==> src/sv/b32enc_pkg.sv <==
// Shared constants and helpers for the bech32 / bech32m segwit address encoder.
// Holds the default sizes, the charset table and the BCH polymod step.
// Depends on nothing; used by bech32_segwit_address_encoder.
package b32enc_pkg;

  localparam int PART_MAX_DEF    = 83;
  localparam int PROGRAM_MAX_DEF = 40;
  localparam int SYMBOL_MAX_DEF  = 65;
  localparam int CPR_DEF         = 8;
  localparam int RESULT_LIMIT    = 20;

  localparam logic [29:0] CHK_INIT     = 30'd1;
  localparam logic [29:0] CONST_BECH32 = 30'd1;
  localparam logic [29:0] CONST_BECH32M = 30'h2bc830a3;
  localparam logic [7:0]  SEP_CHAR     = 8'h31;
  localparam logic [7:0]  MAX_VERSION  = 8'd16;

  // Error codes carried in a result.
  localparam logic [2:0] ERR_NONE     = 3'd0;
  localparam logic [2:0] ERR_VERSION  = 3'd1;
  localparam logic [2:0] ERR_PROG_LEN = 3'd2;
  localparam logic [2:0] ERR_PART_LEN = 3'd3;
  localparam logic [2:0] ERR_CAPACITY = 3'd4;
  localparam logic [2:0] ERR_PART_CHR = 3'd5;

  // Bech32 data charset, indexed by symbol value.
  localparam logic [7:0] CHARSET [32] = '{
    "q", "p", "z", "r", "y", "9", "x", "8",
    "g", "f", "2", "t", "v", "d", "w", "0",
    "s", "3", "j", "n", "5", "4", "k", "h",
    "c", "e", "6", "m", "u", "a", "7", "l"
  };

  // One step of the BCH polymod: shift in a zero symbol and fold the top back.
  function automatic logic [29:0] bch_step(input logic [29:0] v);
    logic [4:0]  top;
    logic [29:0] r;
    top = v[29:25];
    r   = {v[24:0], 5'd0};
    if (top[0]) r = r ^ 30'h3b6a57b2;
    if (top[1]) r = r ^ 30'h26508e6d;
    if (top[2]) r = r ^ 30'h1ea119fa;
    if (top[3]) r = r ^ 30'h3d4233dd;
    if (top[4]) r = r ^ 30'h2a1462b3;
    return r;
  endfunction

endpackage

==> src/sv/bech32_segwit_address_encoder.sv <==
// Bech32 / bech32m segwit address encoder: top level with part and symbol memories.
// Depends on b32enc_pkg for sizes, charset and the polymod step.
//
// Part characters and program bytes are loaded one transaction per cycle, except that a
// program byte which yields two 5-bit symbols holds input for a second write state (one
// symbol memory write port). The item with tlast closes the address: a padding state and
// a check state, then the checksum walk over both memories, one polymod step per cycle
// (2*part + symbols + 8 steps), then the emission walk, one character per cycle while the
// output is not stalled (part + symbols + 8), with a result of up to CHARS_PER_RESULT
// characters handed out as each fills. Input is not taken until the address has been
// emitted or its error result loaded. An error gives a single result.
module bech32_segwit_address_encoder #(
  parameter int PART_MAX         = b32enc_pkg::PART_MAX_DEF,
  parameter int PROGRAM_MAX      = b32enc_pkg::PROGRAM_MAX_DEF,
  parameter int SYMBOL_MAX       = b32enc_pkg::SYMBOL_MAX_DEF,
  parameter int CHARS_PER_RESULT = b32enc_pkg::CPR_DEF
) (
  input  logic        clk,
  input  logic        rst,
  input  logic        cfg_we,
  input  logic [7:0]  cfg_wdata,     // out_capacity
  input  logic        s_tvalid,
  output logic        s_tready,
  input  logic [15:0] s_tdata,       // item_byte[7:0], witness_version[15:8]
  input  logic        s_tuser,       // req_type
  input  logic        s_tlast,       // last_item
  output logic        m_tvalid,
  input  logic        m_tready,
  output logic [71:0] m_tdata,       // out_chars[63:0], char_count[67:64], error_code[70:68]
  output logic        m_tlast        // last_out
);

  localparam int PC_W = $clog2(PART_MAX + 2);
  localparam int PG_W = $clog2(PROGRAM_MAX + 2);
  localparam int SC_W = $clog2(SYMBOL_MAX + 1);
  localparam int PA_W = (PART_MAX > 1) ? $clog2(PART_MAX) : 1;
  localparam int SA_W = $clog2(SYMBOL_MAX);
  localparam int IX_W = (PC_W > SC_W) ? PC_W : SC_W;
  localparam int T_W  = $clog2(PART_MAX + SYMBOL_MAX + 10);

  typedef enum logic [2:0] {S_LOAD, S_SECOND, S_CLOSE, S_DECIDE, S_WALK} state_t;
  typedef enum logic [2:0] {PH_HI, PH_SEP, PH_LO, PH_SYM, PH_TAIL} phase_t;

  state_t state;
  phase_t ph, tag_ph;

  logic [7:0]      out_capacity;
  logic [PC_W-1:0] part_count;
  logic [SC_W-1:0] sym_count;
  logic [PG_W-1:0] prog_count;
  logic [3:0]      acc;
  logic [3:0]      pend;
  logic            bad_char;
  logic [29:0]     chk;
  logic [7:0]      ver;
  logic            ver_zero;
  logic            closing;
  logic [4:0]      sym2;

  logic [IX_W-1:0] idx;
  logic [IX_W-1:0] tag_idx;
  logic            issue_on;
  logic            tag_v;
  logic            emit;
  logic [63:0]     word;
  logic [3:0]      wc;

  // Memories and their registered read data.
  logic [6:0] part_mem [PART_MAX];
  logic [4:0] sym_mem  [SYMBOL_MAX];
  logic [6:0] part_rd;
  logic [4:0] sym_rd;

  logic            sym_we;
  logic [SA_W-1:0] sym_wa;
  logic [4:0]      sym_wd;

  // Input side decode.
  logic        acc_in;
  logic [7:0]  in_byte;
  logic [11:0] acc12;
  logic [3:0]  pb1, pb2;
  logic [4:0]  s1, s2;
  logic        two_sym;
  logic        prog_take;
  logic        push_ok;

  assign s_tready = (state == S_LOAD);
  assign acc_in   = s_tvalid && s_tready;
  assign in_byte  = s_tdata[7:0];
  assign acc12    = {acc, in_byte};
  assign pb1      = pend + 4'd3;
  assign two_sym  = (pb1 >= 4'd5);
  assign pb2      = pb1 - 4'd5;
  assign s1       = 5'(acc12 >> pb1);
  assign s2       = 5'(acc12 >> pb2);
  assign prog_take = (32'(prog_count) < PROGRAM_MAX);
  assign push_ok   = (32'(sym_count) + 1 < SYMBOL_MAX);

  // Closing checks.
  logic [T_W:0] total;
  logic [2:0]   err;
  logic [8:0]   pad_tmp;
  assign total   = (T_W+1)'(part_count) + (T_W+1)'(sym_count) + (T_W+1)'(8);
  assign pad_tmp = {5'd0, acc} << (4'd5 - pend);

  always_comb begin
    if (ver > b32enc_pkg::MAX_VERSION) begin
      err = b32enc_pkg::ERR_VERSION;
    end else if (prog_count < PG_W'(2) || 32'(prog_count) > PROGRAM_MAX) begin
      err = b32enc_pkg::ERR_PROG_LEN;
    end else if (part_count == '0 || 32'(part_count) > PART_MAX) begin
      err = b32enc_pkg::ERR_PART_LEN;
    end else if (32'(total) + 1 > 32'(out_capacity) ||
                 32'(total) > b32enc_pkg::RESULT_LIMIT * CHARS_PER_RESULT) begin
      err = b32enc_pkg::ERR_CAPACITY;
    end else if (bad_char) begin
      err = b32enc_pkg::ERR_PART_CHR;
    end else begin
      err = b32enc_pkg::ERR_NONE;
    end
  end

  // Symbol memory write port selection.
  always_comb begin
    sym_we = 1'b0;
    sym_wa = SA_W'(32'(sym_count) + 1);
    sym_wd = s1;
    unique case (state)
      S_LOAD:   sym_we = acc_in && s_tuser && prog_take && push_ok;
      S_SECOND: begin
        sym_we = push_ok;
        sym_wd = sym2;
      end
      S_CLOSE:  begin
        sym_we = (pend != 4'd0) && push_ok;
        sym_wd = pad_tmp[4:0];
      end
      S_DECIDE: begin
        sym_we = (err == b32enc_pkg::ERR_NONE);
        sym_wa = '0;
        sym_wd = ver[4:0];
      end
      default:  sym_we = 1'b0;
    endcase
  end

  // Walk control.
  logic out_free, stall, do_issue, do_cons, fin_tail;
  logic [IX_W-1:0] ph_end;
  assign out_free = !m_tvalid || m_tready;
  assign stall    = emit && !out_free;
  assign do_issue = (state == S_WALK) && issue_on && !stall;
  assign do_cons  = (state == S_WALK) && tag_v && !stall;
  assign fin_tail = (tag_ph == PH_TAIL) && (tag_idx == IX_W'(5));

  // A result is loaded this cycle: an error, a filled group of characters, or the last group.
  logic m_load;
  assign m_load = ((state == S_DECIDE) && (err != b32enc_pkg::ERR_NONE) && out_free) ||
                  (do_cons && emit && (fin_tail || 32'(wc) + 1 == CHARS_PER_RESULT));

  always_comb begin
    unique case (ph)
      PH_HI, PH_LO: ph_end = IX_W'(part_count) - IX_W'(1);
      PH_SYM:       ph_end = IX_W'(sym_count);
      PH_TAIL:      ph_end = IX_W'(5);
      default:      ph_end = '0;
    endcase
  end

  // Value folded in at each consumed step, and the emitted character.
  logic [4:0] tail_sym;
  logic [4:0] fold;
  logic [7:0] ch;
  always_comb begin
    unique case (tag_idx[2:0])
      3'd0:    tail_sym = chk[29:25];
      3'd1:    tail_sym = chk[24:20];
      3'd2:    tail_sym = chk[19:15];
      3'd3:    tail_sym = chk[14:10];
      3'd4:    tail_sym = chk[9:5];
      default: tail_sym = chk[4:0];
    endcase
    unique case (tag_ph)
      PH_HI:   fold = {3'd0, part_rd[6:5]};
      PH_LO:   fold = part_rd[4:0];
      PH_SYM:  fold = sym_rd;
      default: fold = 5'd0;
    endcase
    unique case (tag_ph)
      PH_LO:   ch = {1'b0, part_rd};
      PH_SYM:  ch = b32enc_pkg::CHARSET[sym_rd];
      PH_TAIL: ch = b32enc_pkg::CHARSET[tail_sym];
      default: ch = b32enc_pkg::SEP_CHAR;
    endcase
  end

  logic [63:0] word_next;
  always_comb begin
    word_next = word;
    word_next[{wc[2:0], 3'b000} +: 8] = ch;
  end

  // Memory writes and registered reads.
  always_ff @(posedge clk) begin
    if (acc_in && !s_tuser && 32'(part_count) < PART_MAX) begin
      part_mem[PA_W'(part_count)] <= in_byte[6:0];
    end
    if (sym_we) begin
      sym_mem[sym_wa] <= sym_wd;
    end
    if (do_issue && (ph == PH_HI || ph == PH_LO)) begin
      part_rd <= part_mem[idx[PA_W-1:0]];
    end
    if (do_issue && ph == PH_SYM) begin
      sym_rd <= sym_mem[idx[SA_W-1:0]];
    end
  end

  // Configuration register.
  always_ff @(posedge clk) begin
    if (rst) begin
      out_capacity <= 8'd255;
    end else if (cfg_we) begin
      out_capacity <= cfg_wdata;
    end
  end

  // Main sequencer: loading, closing checks, checksum walk and emission.
  always_ff @(posedge clk) begin
    if (rst) begin
      state      <= S_LOAD;
      part_count <= '0;
      sym_count  <= '0;
      prog_count <= '0;
      acc        <= '0;
      pend       <= '0;
      bad_char   <= 1'b0;
      chk        <= b32enc_pkg::CHK_INIT;
      closing    <= 1'b0;
      issue_on   <= 1'b0;
      tag_v      <= 1'b0;
      emit       <= 1'b0;
      wc         <= '0;
      word       <= '0;
      m_tvalid   <= 1'b0;
      ph         <= PH_HI;
      tag_ph     <= PH_HI;
      idx        <= '0;
      tag_idx    <= '0;
    end else begin
      if (m_tvalid && m_tready && !m_load) begin
        m_tvalid <= 1'b0;
      end
      unique case (state)
        S_LOAD: begin
          if (acc_in) begin
            closing <= s_tlast;
            ver     <= s_tdata[15:8];
            if (!s_tuser) begin
              if (in_byte < 8'd33 || in_byte > 8'd126 ||
                  (in_byte >= "A" && in_byte <= "Z")) begin
                bad_char <= 1'b1;
              end
              if (32'(part_count) <= PART_MAX) part_count <= part_count + PC_W'(1);
              state <= s_tlast ? S_CLOSE : S_LOAD;
            end else begin
              if (prog_take) begin
                acc  <= acc12[3:0];
                pend <= two_sym ? pb2 : pb1;
                sym2 <= s2;
                if (push_ok) sym_count <= sym_count + SC_W'(1);
              end
              if (32'(prog_count) <= PROGRAM_MAX) prog_count <= prog_count + PG_W'(1);
              if (prog_take && two_sym) begin
                state <= S_SECOND;
              end else begin
                state <= s_tlast ? S_CLOSE : S_LOAD;
              end
            end
          end
        end
        S_SECOND: begin
          if (push_ok) sym_count <= sym_count + SC_W'(1);
          state <= closing ? S_CLOSE : S_LOAD;
        end
        S_CLOSE: begin
          if (pend != 4'd0) begin
            if (push_ok) sym_count <= sym_count + SC_W'(1);
            pend <= '0;
          end
          state <= S_DECIDE;
        end
        S_DECIDE: begin
          ver_zero <= (ver == 8'd0);
          if (err != b32enc_pkg::ERR_NONE) begin
            if (out_free) begin
              m_tvalid <= 1'b1;
              m_tdata  <= {1'b0, err, 4'd0, 64'd0};
              m_tlast  <= 1'b1;
              part_count <= '0;
              sym_count  <= '0;
              prog_count <= '0;
              acc        <= '0;
              pend       <= '0;
              bad_char   <= 1'b0;
              state      <= S_LOAD;
            end
          end else begin
            chk      <= b32enc_pkg::CHK_INIT;
            ph       <= PH_HI;
            idx      <= '0;
            issue_on <= 1'b1;
            emit     <= 1'b0;
            tag_v    <= 1'b0;
            wc       <= '0;
            word     <= '0;
            state    <= S_WALK;
          end
        end
        S_WALK: begin
          // Issue side: step through the phases, one read per cycle unless the output stalls.
          if (!stall) begin
            tag_v   <= do_issue;
            tag_ph  <= ph;
            tag_idx <= idx;
          end
          if (do_issue) begin
            if (ph == PH_SEP) begin
              ph  <= emit ? PH_SYM : PH_LO;
              idx <= '0;
            end else if (idx == ph_end) begin
              idx <= '0;
              unique case (ph)
                PH_HI:   ph <= PH_SEP;
                PH_LO:   ph <= emit ? PH_SEP : PH_SYM;
                PH_SYM:  ph <= PH_TAIL;
                default: issue_on <= 1'b0;
              endcase
            end else begin
              idx <= idx + IX_W'(1);
            end
          end
          // Consume side: fold into the checksum or place the character.
          if (do_cons) begin
            if (!emit) begin
              if (fin_tail) begin
                chk <= b32enc_pkg::bch_step(chk) ^
                       (ver_zero ? b32enc_pkg::CONST_BECH32 : b32enc_pkg::CONST_BECH32M);
                emit     <= 1'b1;
                ph       <= PH_LO;
                idx      <= '0;
                issue_on <= 1'b1;
              end else begin
                chk <= b32enc_pkg::bch_step(chk) ^ {25'd0, fold};
              end
            end else begin
              if (fin_tail || 32'(wc) + 1 == CHARS_PER_RESULT) begin
                m_tvalid <= 1'b1;
                m_tdata  <= {1'b0, b32enc_pkg::ERR_NONE, wc + 4'd1, word_next};
                m_tlast  <= fin_tail;
                word     <= '0;
                wc       <= '0;
              end else begin
                word <= word_next;
                wc   <= wc + 4'd1;
              end
              // The issue side is already idle here, so no step is in flight.
              if (fin_tail) begin
                part_count <= '0;
                sym_count  <= '0;
                prog_count <= '0;
                acc        <= '0;
                pend       <= '0;
                bad_char   <= 1'b0;
                chk        <= b32enc_pkg::CHK_INIT;
                emit       <= 1'b0;
                state      <= S_LOAD;
              end
            end
          end
        end
        default: state <= S_LOAD;
      endcase
    end
  end

endmodule

==> config.mk <==
export PLATFORM = sky130hd
export DESIGN_NAME = bech32_segwit_address_encoder
export DESIGN_NICKNAME = d
export VERILOG_FILES = /design/src/sv/b32enc_pkg.sv /design/src/sv/bech32_segwit_address_encoder.sv
export SDC_FILE = /design/constraint.sdc
export NUM_CORES = 2
export LEC_CHECK = 0
export BUFFER_PORTS_ARGS = -buffer_cell sky130_fd_sc_hd__buf_2
export CORE_ASPECT_RATIO = 1.5
export CORE_MARGIN = 2
export CORE_UTILIZATION = 40
export CTS_BUF_LIST = sky130_fd_sc_hd__clkbuf_8
export CTS_CLUSTER_SIZE = 28
export DETAILED_ROUTE_END_ITERATION = 8
export HOLD_SLACK_MARGIN = 0.02
export PLACE_DENSITY = 0.51
export SLEW_MARGIN = 20
export SYNTH_ARGS = -nofsm -noshare
export SYNTH_HDL_FRONTEND = slang
export SYNTH_SLANG_ARGS = --single-unit
==> constraint.sdc <==
create_clock -name clk -period 14.3 [get_ports clk]
set_clock_uncertainty 0.05 [all_clocks]
set_input_delay 1.43 -clock clk [delete_from_list [all_inputs] [get_ports clk]]
set_output_delay 1.43 -clock clk [all_outputs]
set_load 0.05 [all_outputs]
Word-level counts from Yosys, hierarchy flattened
Memory sizes are Yosys's and may differ from the RTL's. A register that Yosys moved wholly into a read port is not among the register bits.
Cells that the tools add are included.
{ "word_totals": {"register_bits": 250, "mem_bits_rw": 906, "romBits": 512, "inputBits": 31, "out_inout_bits": 75, "elab_cells": 399, "n_memories": 4} }
{ "classes": {"addsub": 15, "n_lt_le_gt_ge": 18, "eq_ne": 36, "n_shift": 5, "muxes": 211, "n_bitwise": 15, "reduce_logical": 70} }
{ "memory_table": {"columns": ["name", "depth", "width", "rd", "rd_ports_with_merged_regs", "wr", "line_no", "text"], "rows": [
  ["part_mem", 83, 7, 1, 1, 1, "bech32_segwit_address_encoder.sv:69", "logic [6:0] part_mem [PART_MAX];"],
  ["sym_mem", 65, 5, 1, 1, 1, "bech32_segwit_address_encoder.sv:70", "logic [4:0] sym_mem [SYMBOL_MAX];"],
  ["(name not given)", 32, 8, 1, 0, 0, "bech32_segwit_address_encoder.sv:193", "PH_TAIL: ch = b32enc_pkg::CHARSET[tail_sym];"],
  ["(name not given)", 32, 8, 1, 0, 0, "bech32_segwit_address_encoder.sv:192", "PH_SYM: ch = b32enc_pkg::CHARSET[sym_rd];"]
]} }
{ "ops": {"columns": ["operator", "count"], "rows": [
  ["two-way mux 30 bit", 63],
  ["two-way mux 72 bit", 5],
  ["two-way mux 64 bit", 4],
  ["two-way mux 7 bit", 21],
  ["one-hot mux 72 bit (2 select lines)", 1],
  ["one-hot mux 64 bit (2 select lines)", 1],
  ["two-way mux 4 bit", 17],
  ["bitwise mux 64 bit", 1],
  ["variable shift 8 x 8 -> 64 bit, first input constant", 1],
  ["variable part select 8 x 8 -> 64 bit", 1],
  ["one-hot mux 30 bit (2 select lines)", 1],
  ["two-way mux 29 bit", 2],
  ["two-way mux 3 bit", 18],
  ["two-way mux 6 bit", 8],
  ["one-hot mux 7 bit (3 select lines)", 2],
  ["two-way mux 1 bit", 38],
  ["AND reduction 9 bit", 4],
  ["one-hot mux 7 bit (5 select lines)", 1],
  ["inverter 17 bit", 2],
  ["< comparator 32 x 7 -> 1 bit, second input constant", 1],
  ["two-way mux 8 bit", 4],
  ["inverter 16 bit", 2],
  ["one-hot mux 5 bit (3 select lines)", 2],
  ["XOR 30 bit", 1],
  ["78 further kinds", 169]
]} }

Logic depth before layout (Yosys ltp)
{ "logic_depth": {"word_depth": 42, "ltp_mapped": 22, "mapped_depth_nobuf": 19} }

Worst setup path before layout
Ideal clock, no wire load.
{ "synth_timing": {"path_type": "register to register", "from": "reg part_count[1]", "to": "reg m_tdata[0] (enable)", "setup_ns": 0.679, "arrival_time_ns": 10.417, "required_ns": 13.571, "path_slack_ns": 3.154, "path_stages_with_launch": 19, "path_buffers": 1, "period_less_slack_ns": 11.146, "path_cell_list": "dfxtp_1 -> ha_1 -> ha_1 -> fa_1 -> and3_1 -> o21a_1 -> nor2_1 -> and3_1 -> nand3_1 -> xnor2_1 -> ha_1 -> o21a_1 -> nor2_1 -> o21a_1 -> o22a_1 -> nand4_1 -> a21oi_1 -> buf_2 -> nor4_1"} }
{ "synth_between": {"elab_chain_len": 12, "word_cells_on_any_way": 16, "classes_between": "add/sub (3); order compare (3); eq/ne (1); mux (4); reduce/logical (5)"} }
{ "synth_lines": {"columns": ["element", "line_no", "text"], "rows": [
  ["start: declaration", "bech32_segwit_address_encoder.sv:48", "logic [PC_W-1:0] part_count;"],
  ["start signal: assignment", "bech32_segwit_address_encoder.sv:265", "if (32'(part_count) <= PART_MAX) part_count <= part_count + PC_W'(1);"],
  ["adder 7 x 7 -> 8 bit", "bech32_segwit_address_encoder.sv:104", "assign total = (T_W+1)'(part_count) + (T_W+1)'(sym_count) + (T_W+1)'(8);"],
  ["adder 8 x 4 -> 9 bit", "bech32_segwit_address_encoder.sv:104", null],
  ["adder 9 x 1 -> 10 bit", "bech32_segwit_address_encoder.sv:114", "end else if (32'(total) + 1 > 32'(out_capacity) ||"],
  ["greater-than comparator 10 x 8 -> 1 bit", "bech32_segwit_address_encoder.sv:114", null],
  ["logical OR 1 bit", "bech32_segwit_address_encoder.sv:114", null],
  ["two-way mux 3 bit", "bech32_segwit_address_encoder.sv:114", null],
  ["two-way mux 3 bit (*)", "bech32_segwit_address_encoder.sv:112", "end else if (part_count == '0 || 32'(part_count) > PART_MAX) begin"],
  ["two-way mux 3 bit (*)", "bech32_segwit_address_encoder.sv:110", "end else if (prog_count < PG_W'(2) || 32'(prog_count) > PROGRAM_MAX) begin"],
  ["two-way mux 3 bit (*)", "bech32_segwit_address_encoder.sv:108", "if (ver > b32enc_pkg::MAX_VERSION) begin"],
  ["nonzero test 3 bit (*)", "bech32_segwit_address_encoder.sv:296", "if (err != b32enc_pkg::ERR_NONE) begin"],
  ["!= test 2 x 1 -> 1 bit (no source line) (*)", null, null],
  ["AND reduction 7 bit (no source line) (*)", null, null],
  ["end signal: assignment", "bech32_segwit_address_encoder.sv:299", "m_tdata <= {1'b0, err, 4'd0, 64'd0};"],
  ["end signal: assignment", "bech32_segwit_address_encoder.sv:360", "m_tdata <= {1'b0, b32enc_pkg::ERR_NONE, wc + 4'd1, word_next};"],
  ["end: declaration", "bech32_segwit_address_encoder.sv:29", "output logic [71:0] m_tdata,"]
]} }
Mark *: on every way between the ends. The rest lies on a longest branch, timed or not.
A chain may end at the register's enable or synchronous reset.

Final worst setup path
{ "layout_timing": {"from": "reg part_count[3]", "to": "mem sym_mem[64][3] (enable)"} }
{ "layout_between": {"elab_chain_len": 13, "word_cells_on_any_way": 17, "classes_between": "add/sub (3); order compare (3); mux (7); reduce/logical (4)"} }
{ "layout_lines": {"columns": ["element", "line_no", "text"], "rows": [
  ["adder 7 x 7 -> 8 bit", "bech32_segwit_address_encoder.sv:104", null],
  ["adder 8 x 4 -> 9 bit", "bech32_segwit_address_encoder.sv:104", null],
  ["adder 9 x 1 -> 10 bit", "bech32_segwit_address_encoder.sv:114", null],
  ["greater-than comparator 10 x 8 -> 1 bit", "bech32_segwit_address_encoder.sv:114", null],
  ["logical OR 1 bit", "bech32_segwit_address_encoder.sv:114", null],
  ["two-way mux 3 bit", "bech32_segwit_address_encoder.sv:114", null],
  ["two-way mux 3 bit (*)", "bech32_segwit_address_encoder.sv:112", null],
  ["two-way mux 3 bit (*)", "bech32_segwit_address_encoder.sv:110", null],
  ["two-way mux 3 bit (*)", "bech32_segwit_address_encoder.sv:108", null],
  ["zero test 3 bit (*)", "bech32_segwit_address_encoder.sv:140", "sym_we = (err == b32enc_pkg::ERR_NONE);"],
  ["one-hot mux 1 bit (4 select lines) (*)", "bech32_segwit_address_encoder.sv:129", "unique case (state)"],
  ["two-way mux 1 bit (*)", "bech32_segwit_address_encoder.sv:209", "if (sym_we) begin"],
  ["two-way mux 1 bit (implied by the code) (*)", "bech32_segwit_address_encoder.sv:210", "sym_mem[sym_wa] <= sym_wd;"],
  ["end: declaration", "bech32_segwit_address_encoder.sv:70", null]
]} }
Marks and branches as above.

==> reports/qor.yml <==
period_share_pct: 42.78
tritoncts: "built"
fmax_ghz: 0.1634
grt_antenna_before_repair: 3
fin_setup_tns_ps: 0
dieArea_mm2: 0.1270
slew_viol_final: 0
place.gp.congestion: 0.8578
async_flop_share_pct: 0
hold_path_class: "reg2reg"
h-tree-depth: 4
grt_usage_pct: 20.06
reg2reg_slack_ps: 8180
post_cts_buffers: 0
power_frac_comb_pct: 15.0
ant_nets: 0
critPathArrivalTime_ps: 6580
grt_pass1_wl_um: 191400
required_ps: 14760
syn_area_mm2: 0.04966
cp-start-kind: "register"
period_needed_ps: 6118
clockBufferDepth: 3
grt_overflow_total: 0
final_nets: 3369
outcome: "finished, final reports clean"
slew_headroom_pct: 18.55
place_hpwl_um: 81740
power.switching_mw: 2.330
io_buffers: 104
leakagePower_nw: 17.57
setup_viol: 0
clock-root-buffer: "clkbuf_8"
cts_resized: 0
tightest_slew_ps: 1222
cts_buffers: 177
pwr-share-seq_pct: 52.1
ys_warn_count: 0
synth_edf_count: 1004
chipWidth_um: 291.7
clock_latency_ps: 890
reg2reg_from: "part_count[3]$_SDFFE_PP0P_"
rsz0062_at_grt: "no"
synth_cell_types: 84
synth_fp_nets: 3245
drt_iter0_drc: 2092
ctsHoldBuffers: 0
grt_pass1_vias: 29440
layout_setup_ws_ps: 8182
critPathKind: "reg2reg"
finalHoldViolCount: 0
vias_per_cell: 5.638
ys_seq_area_share_pct: 67.28
core_area_mm2: 0.1234
hold_depth: 1
synth_ff_type: "edfxtp_1"
final_layout_size_suffix_gt1_share_pct: 21.45
critPathCaptureType: "register"
peakVddDrop_mv: 0.2939
rows: 158
cts.sinks: 1167
r2r_end: "sym_mem[64][3]$_DFFE_PP_"
ys_ff_latch: 1167
drc: 0
p_int_mw: 5.844
vias: 28470
min_to: "word[47]$_SDFFE_PP0P_"
p_clk_share_pct: 32.9
io_pins: 106
dieHeight_um: 435.5
p_per_area_mw_per_mm2: 147.8
switching_share_pct: 28.50
hp-start: "word[47]$_SDFFE_PP0P_"
grt_max_degree: 128
avgSynthCellArea_um2: 15.65
wirelength_um: 127700
crit_path_max_fanout: 16
reg2reg_depth: 20
postSynthCellCount: 3174
clkTransAtPathRegs_ps: 70
place_ws_ps: 8246
maxCapViolCount: 0
drtPass1Iterations: 7
wl_per_cell_um: 25.30
areaGrowthSynthToFinish_pct: 11.36
fillers: 10940
start_util_pct: 40.26
## cell usage in the layout (no fill, tap or decap), drive strengths merged, types with 11 or more instances in the layout
cell type and count:
mux4 295, o211ai 17, nor3 30, a21o 12, edfxtp 1004, o22ai 11, and2 21, ha 39
nand3 88, a31oi 11, inv 92, nor2b 18, dfxtp 163, xor2 32, mux2i 53, a211oi 23
or3 19, nand2 203, o2bb2ai 40, nand4 18, a21oi 203, clkbuf 180, buf 155, o21a 12
nor2 253, xnor2 49, and3 24, o21ai 131, clkinv 78, nand2b 27
## power by group through the flow
stage | Sequential (mW) | Combinational [mW] | Clock, mW
CTS | 4.26 | 1.26 | 2.77
detailed placement | 4.33 | 1.26 | 0
global placement | 4.32 | 1.22 | 0
finish | 4.26 | 1.23 | 2.69
floorplan | 4.35 | 0.665 | 0
global route | 4.26 | 1.35 | 2.90
## layer usage
metal  up-vias  global-route usage (%)  wire length [µm]
met1     14730                   23.82             49980
met3       255                   3.270              5199
met2       739                   36.03             67930
met5         -                       0                 0
li1      12740                       -                 -
met4         0                   8.189              4635
## cell families (layout without fill, tap and decap cells)
group	Yosys count	after routing	synth area share [%]
compound gates	521	521	6.450
xor+xnor	81	81	1.429
fa+ha+maj	40	40	1.023
buf+inv	248	519	1.988
flops	1167	1167	67.28
mux	358	358	14.67
other cells	1	5	0.007552
simple gates	758	758	7.146
## Yosys cell counts, types with 32 or more instances
cell       instances  share of area, %
nand3_1           88              0.89
clkbuf_1         155               1.2
o21ai_0          126               1.3
mux4_2           295                13
dfxtp_1          163               6.6
nor2_1           252               1.9
mux2i_1           53               1.1
inv_1             37              0.28
xor2_1            32              0.56
ha_1              39              0.98
nand2_1          203               1.5
o2bb2ai_1         40              0.71
a21oi_1          201               2.0
edfxtp_1        1004                61
xnor2_1           49              0.86
## sequential cells by signal (all words and copies together), names as in the netlist, 3 cells and up
register,cells
wc,4
part_mem,581
part_count,7
sym2,5
tag_ph,3
ver,8
part_rd,7
state,3
prog_count,6
word,64
acc,4
sym_rd,5
out_capacity,8
tag_idx,7
sym_count,7
idx,7
chk,30
sym_mem,325
pend,4
m_tdata,71
ph,3
## critical path, cell delays in order (launching register included)
cell	delay [ps]
dfxtp_1	650
inv_1	210
ha_1	330
inv_1	40
ha_1	370
and3_1	260
o21a_1	200
nor2_1	200
and3_1	190
nand3_1	100
xnor2_1	180
ha_1	330
a211oi_1	220
nand2_1	80
a211oi_1	210
o22a_1	300
nand4_1	590
inv_1	180
o21ai_1	70
buf_4	210
nor4_1	740
## final cells by class
class	instances	area [µm²]	share of cell area (%)
clock buffers	180	2477	4.480
clock inverters	146	933.4	1.688
repair buffers	155	935.9	1.692
diodes	4	10.01	0.01810
well taps	1600	2002	3.620
inverters	38	142.6	0.2579
flip-flops and latches	1167	33430	60.45
multi-input cells	1759	15370	27.80
## through the flow
| step | std cells | total power [mW] | utilization (%) | area, µm² | hold slack [ps] |
|---|---|---|---|---|---|
| floorplan | 3174 | 5.018 | - | 49660 | 371.0 |
| global placement | 4719 | 5.543 | 42.04 | 51860 | 383.8 |
| detailed placement | 4719 | 5.588 | 42.04 | 51860 | 387.1 |
| CTS | 5045 | 8.286 | 44.80 | 55270 | 403.4 |
| global route | 5048 | 8.510 | 44.83 | 55300 | 414.4 |
| finish | 5049 | 8.174 | 44.83 | 55300 | 398.7 |
## worst max-delay path by stage
stage,startpoint,to,slack [ps]
floorplan,part_count[1]$_SDFFE_PP0P_,m_tdata[0]$_SDFFCE_PN0P_,3150
global placement,part_count[3]$_SDFFE_PP0P_,sym_mem[64][0]$_DFFE_PP_,8280
detailed placement,part_count[3]$_SDFFE_PP0P_,sym_mem[64][0]$_DFFE_PP_,8250
CTS,part_count[3]$_SDFFE_PP0P_,sym_mem[64][0]$_DFFE_PP_,8200
global route,part_count[3]$_SDFFE_PP0P_,sym_mem[64][3]$_DFFE_PP_,7740
finish,part_count[3]$_SDFFE_PP0P_,sym_mem[64][3]$_DFFE_PP_,8180
No activity file was read; power rests on OpenSTA's default activity.
